## config.mk

```make
export PLATFORM = sky130hd
export DESIGN_NAME = dwc_mac
export DESIGN_NICKNAME = d
export VERILOG_FILES = /design/src/sv/dwc_pkg.sv /design/src/sv/dwc_mac.sv
export SDC_FILE = /design/constraint.sdc
export NUM_CORES = 1
export LEC_CHECK = 0
export BUFFER_PORTS_ARGS = -buffer_cell sky130_fd_sc_hd__buf_2
export CAP_MARGIN = 20
export CORE_MARGIN = 4
export CORE_UTILIZATION = 40
export CTS_CLUSTER_SIZE = 12
export DETAILED_ROUTE_END_ITERATION = 12
export PLACE_DENSITY = 0.67
export SYNTH_ARGS = -nofsm -noshare
export SYNTH_HDL_FRONTEND = slang
export SYNTH_SLANG_ARGS = --single-unit
```

## constraint.sdc

```tcl
create_clock -name i_clk -period 5.4 [get_ports i_clk]
set_input_delay 0.27 -clock i_clk [delete_from_list [all_inputs] [get_ports i_clk]]
set_output_delay 0.27 -clock i_clk [all_outputs]
set_load 0.05 [all_outputs]
```

## src/sv/dwc_pkg.sv

```systemverilog
package dwc_pkg;

    localparam int SIDE   = 26;
    localparam int KERNEL = 5;
    localparam int DW = 16;
    localparam int ROW_W = 5;
    localparam int COL_W = 5;
    localparam int OVAL_W = 15;
    localparam int FRAC_W = 4;
    localparam int ACC_W = 2 * DW + 6;
    localparam logic [FRAC_W-1:0] FRAC_RESET = 4'd8;
    localparam logic [OVAL_W-1:0] SAT_MAX = 15'h7fff;

    localparam logic [1:0] REQ_WEIGHT = 2'd0;
    localparam logic [1:0] REQ_BIAS   = 2'd1;
    localparam logic [1:0] REQ_PIXEL  = 2'd2;

    typedef struct packed {
        logic [1:0]           req_type;
        logic [5:0]           channel;
        logic [4:0]           tap;
        logic signed [DW-1:0] value;
    } t_in_req;

    typedef struct packed {
        logic [ROW_W-1:0]  out_row;
        logic [COL_W-1:0]  out_col;
        logic [OVAL_W-1:0] out_value;
        logic              last;
        logic              plane_done;
    } t_out_res;

    typedef struct packed {
        logic clear;
        logic step;
    } t_mac_ctl;

endpackage

```

## src/sv/dwc_mac.sv

```systemverilog
module dwc_mac import dwc_pkg::*; (
    input  logic                 i_clk,
    input  logic                 i_rst_n,
    input  t_mac_ctl             i_ctl,
    input  logic signed [DW-1:0] i_wgt,
    input  logic signed [DW-1:0] i_pix,
    input  logic signed [DW-1:0] i_bias,
    input  logic [FRAC_W-1:0]    i_frac,
    output logic [OVAL_W-1:0]    o_value
);

    logic signed [2*DW-1:0] r_prod;
    logic                   r_pv;
    logic signed [ACC_W-1:0] r_acc;
    logic signed [ACC_W-1:0] w_bias_al;
    logic signed [ACC_W-1:0] w_sh;

    // bias moved onto the product scale
    assign w_bias_al = ACC_W'(i_bias) <<< i_frac;

    always_ff @(posedge i_clk) begin
        if (!i_rst_n) begin
            r_pv <= 1'b0;
        end else begin
            r_pv <= i_ctl.step;
        end
    end

    always_ff @(posedge i_clk) begin
        r_prod <= i_wgt * i_pix;
        if (i_ctl.clear) begin
            r_acc <= w_bias_al;
        end else if (r_pv) begin
            r_acc <= r_acc + ACC_W'(r_prod);
        end
    end

    assign w_sh = r_acc >>> i_frac;

    always_comb begin
        if (r_acc <= 0) begin
            o_value = '0;
        end else if (w_sh > ACC_W'(SAT_MAX)) begin
            o_value = SAT_MAX;
        end else begin
            o_value = w_sh[OVAL_W-1:0];
        end
    end

endmodule

```

### Word-level counts from Yosys, hierarchy flattened

Cells that the tools add are included.

* multiplexer cells: 4
* magnitude comparators: 2
* add/subtract/negate cells: 1
* reductions and logical operators: 1
* shift operators: 2
* multiply operators: 1

Operators by type and width (number)
* two-way mux 38 bit: 2
* adder 38 x 32 -> 38 bit: 1
* greater-than comparator 38 x 15 -> 1 bit (second input constant): 1
* less-or-equal comparator 38 x 1 -> 1 bit (second input constant): 1
* <<< shifter 16 x 4 -> 38 bit: 1
* >>> shifter 38 x 4 -> 38 bit: 1
* multiplier 16 x 16 -> 32 bit: 1
* two-way mux 15 bit: 2
* nonzero test 2 bit: 1

* logic and storage cells: 14
* register bits after elaboration: 71

### Logic depth before layout (Yosys ltp)

* depth after elaboration: 4
* mapped depth: 24
* mapped depth without buffers: 23

### Least setup slack after synthesis

No wires, ideal clock.

* path kind: input port to flip-flop
* start: input i_pix[1]
* end: register r_prod[30]
* stages on the path: 21
* setup slack: -0.522 ns
* required time: 5.328 ns
* arrival time: 5.849 ns
* path buffers: 1
* cells stage by stage: clkbuf_1 -> nand2_1 -> inv_1 -> fa_1 -> fa_1 -> fa_1 -> fa_1 -> fa_1 -> inv_1 -> fa_1 -> inv_1 -> ha_1 -> and3_1 -> and4_4 -> a221o_1 -> a211oi_2 -> a31oi_1 -> a21oi_2 -> o21ai_1 -> a21oi_2 -> xnor2_1

* cells in the longest elaborated chain, start to end: 1

RTL lines
* start, declared: line dwc_mac.sv:6 `input logic signed [DW-1:0] i_pix,`
* multiplier 16 x 16 -> 32 bit: line dwc_mac.sv:30 `r_prod <= i_wgt * i_pix;`
* end signal, assigned: line dwc_mac.sv:30
* end, declared: line dwc_mac.sv:12 `logic signed [2*DW-1:0] r_prod;`

No other way between the ends.
A chain may end at the register's enable or synchronous reset.

### Worst setup path after layout

* start: input i_wgt[4]
* end: register r_prod[20]

* cells in the longest elaborated chain, start to end: 1

RTL lines
* start, declared: line dwc_mac.sv:5 `input logic signed [DW-1:0] i_wgt,`
* multiplier 16 x 16 -> 32 bit: line dwc_mac.sv:30

No other way between the ends.

==> results.toml <==
[outcome]
outcome = "finished, violations left"
violations = "setup timing"

[floorplanning]
num_io_pins = 71
coreArea_um2 = 39800
fp.dieH_um = 209
num_rows = 73
die_area_um2 = 43700
fp.dieW_um = 209
start_util = 0.406

[synthesis]
synth_top_cells_by_area = "fa_1 (33%), ha_1 (9.2%), inv_1 (7.2%)"
yosysTopAreaCell = "fa_1"
synth-seq-area-share = 0.111
synthFlopType = "edfxtp_1"
synth.distinct_cells = 95
synth.ff_latch_count = 71
syn_nets = 2223
synth_cells = 1785
syn_avg_cell_area_um2 = 9.06
synth_edf_count = 38
synth_warnings = 0
async_flop_share = 0
yosysTopAreaCellShare = 0.326
syn_area_um2 = 16200

[place]
place_hpwl_mm = 33.4
gp_congestion = 0.912
dpl_worst_slack_ns = -0.467
port_buffers = 70

[timing]
post-route-min-period_ns = 5.45
relSlewSlack = 0.372
worst_slack_ns = -0.0536
setup_violations = 3
tightest_slew_ns = 0.941
min_period_over_period = 1.01
hold_violations = 0
hold_slack_ns = 0.138
fmax_mhz = 183
rsz0062_at_grt = "yes"
finClkSkew_ns = 0.0174
drv_slew = 0

[drt]
drtIter0Drc = 690
wl_per_cell_um = 16.1
drt_pass1_iterations = 5
viasPerCell = 5.17
drc = 0
via_count = 12700
wl_mm = 39.7
antenna_left = 0

[layout]
multi_input_area_um2 = 13200
layout_commonest_cell = "inv_1"
layout_common_cells = "inv_1 (293), fa_1 (249), nand2_1 (197), buf_4 (139), and2_1 (116)"
nets = 2373
drive_gt1_frac = 0.206
seqCellArea_um2 = 1800
area.growth.synth_to_final_pct = 16.3
diodes = 0
nFillCells = 3798

[clock_tree]
cts_max_path_buffers = 2
htreeDepth = 3
cts_buffers = 9
clock_latency_ns = 0.35
clock-sinks = 71
cts_tree = "yes"
cts.reportedPaths.clkPinSlew_ns = 0.06
root_buffer = "clkbuf_16"

[global_route]
grt_usage = 0.180
grt_first_pass_wirelength_mm = 66.4
grt_pass1_vias = 13400
grt_start_max_net_pins = 70
antenna_found_initial = 0
overflow = 0

[setup_path]
crit_path_start_kind = "input port"
endpoint_kind = "flop"
cp_max_fo = 6
criticalPathCategory = "in2reg"
ff2ff_path_depth = 10
cp.required_ns = 5.63
critPathArrivalTime_ns = 5.68

[min_path]
hold_class = "in2reg"
whs_path_depth = 2

[run]
maxCapViolations = 0
## flip-flops by register name, indices dropped and copies added (netlist names)
name / cells
r_acc: 38
r_pv: 1
r_prod: 32
## logic make-up (layout without fill, tap and decap cells)
logic type,Yosys count,in the layout,synth area share
AND/OR/NAND/NOR,514,514,0.159
buffers and inverters,388,543,0.0933
adder cells (fa/ha/maj),382,382,0.418
AO/OA/AOI/OAI,291,291,0.123
multiplexers,73,73,0.0594
flip-flops,71,71,0.111
XOR/XNOR,66,66,0.0358
## path summary, 6_finish.rpt
check	start	end	slack, ns
max	i_wgt[4]	r_prod[20]	-0.05
min	i_ctl[0]	r_pv	0.14
max reg2reg	r_acc[13]	r_acc[37]	2.07
min reg2reg	r_prod[8]	r_acc[8]	0.80
## worst max-delay path, cell delays in order
cell and delay (ns):
buf_12 0.12, and2_4 0.14, fa_1 0.57, fa_1 0.45, fa_1 0.55, fa_1 0.51, fa_1 0.50, inv_2 0.04
fa_1 0.51, inv_2 0.05, ha_4 0.22, and3_4 0.17, and4_4 0.15, a221o_1 0.38, a211oi_4 0.32, buf_4 0.16
buf_4 0.09, buf_4 0.09, buf_4 0.09, buf_4 0.09, nand2_1 0.05, xor2_1 0.15
## what timing repair did
item	in CTS	in global routing
hold buffers	0	0
buffers inserted	6	6
setup endpoints to repair	4	12
cloned	0	2
pin swaps	20	39
resized for setup	34	118
## final cells by class
cell class	instances	area share
Timing Repair Buffer	213	0.0902
Clock buffer	9	0.0120
Multi-Input combinational cell	1326	0.701
Tap cell	525	0.0349
Clock inverter	7	0.00353
Sequential cell	71	0.0958
Inverter	314	0.0628
## stage by stage
stage | util | instance area (µm²) | setup TNS, ns | std cells
after global routing | 0.472 | 18800 | -0.980 | 2465
after detailed placement | 0.450 | 17900 | -3.94 | 2436
after CTS | 0.461 | 18400 | -0.0182 | 2458
after floorplan | - | 16300 | -0.428 | 1785
after global placement | 0.450 | 17900 | -3.02 | 2436
final | 0.472 | 18800 | -0.0881 | 2465
## Yosys cell counts, types with 10 or more instances
library cell / number
ha_1: 119
o211ai_1: 13
nand2b_1: 12
nor3_1: 13
nor2_1: 68
a21oi_1: 81
o22ai_1: 13
fa_1: 263
a211oi_1: 12
edfxtp_1: 38
nand2_1: 207
o21a_1: 11
mux2i_1: 42
inv_1: 312
xor2_1: 29
nor2b_1: 12
clkbuf_1: 55
mux2_2: 14
mux4_2: 17
and2_1: 130
a21oi_2: 16
xnor2_1: 37
buf_2: 10
o21ai_0: 50
a21o_1: 21
nand3_1: 16
dfxtp_1: 33
## per-layer routing
layer / GRT usage / part of all wire
met3: 0.0144 / 0.044
met4: 0.0313 / 0.014
met5: 0 / 0
met2: 0.311 / 0.48
met1: 0.254 / 0.46
Power is not shown: default switching activity piles up to over one toggle a cycle in this logic, so the estimate is an artifact.
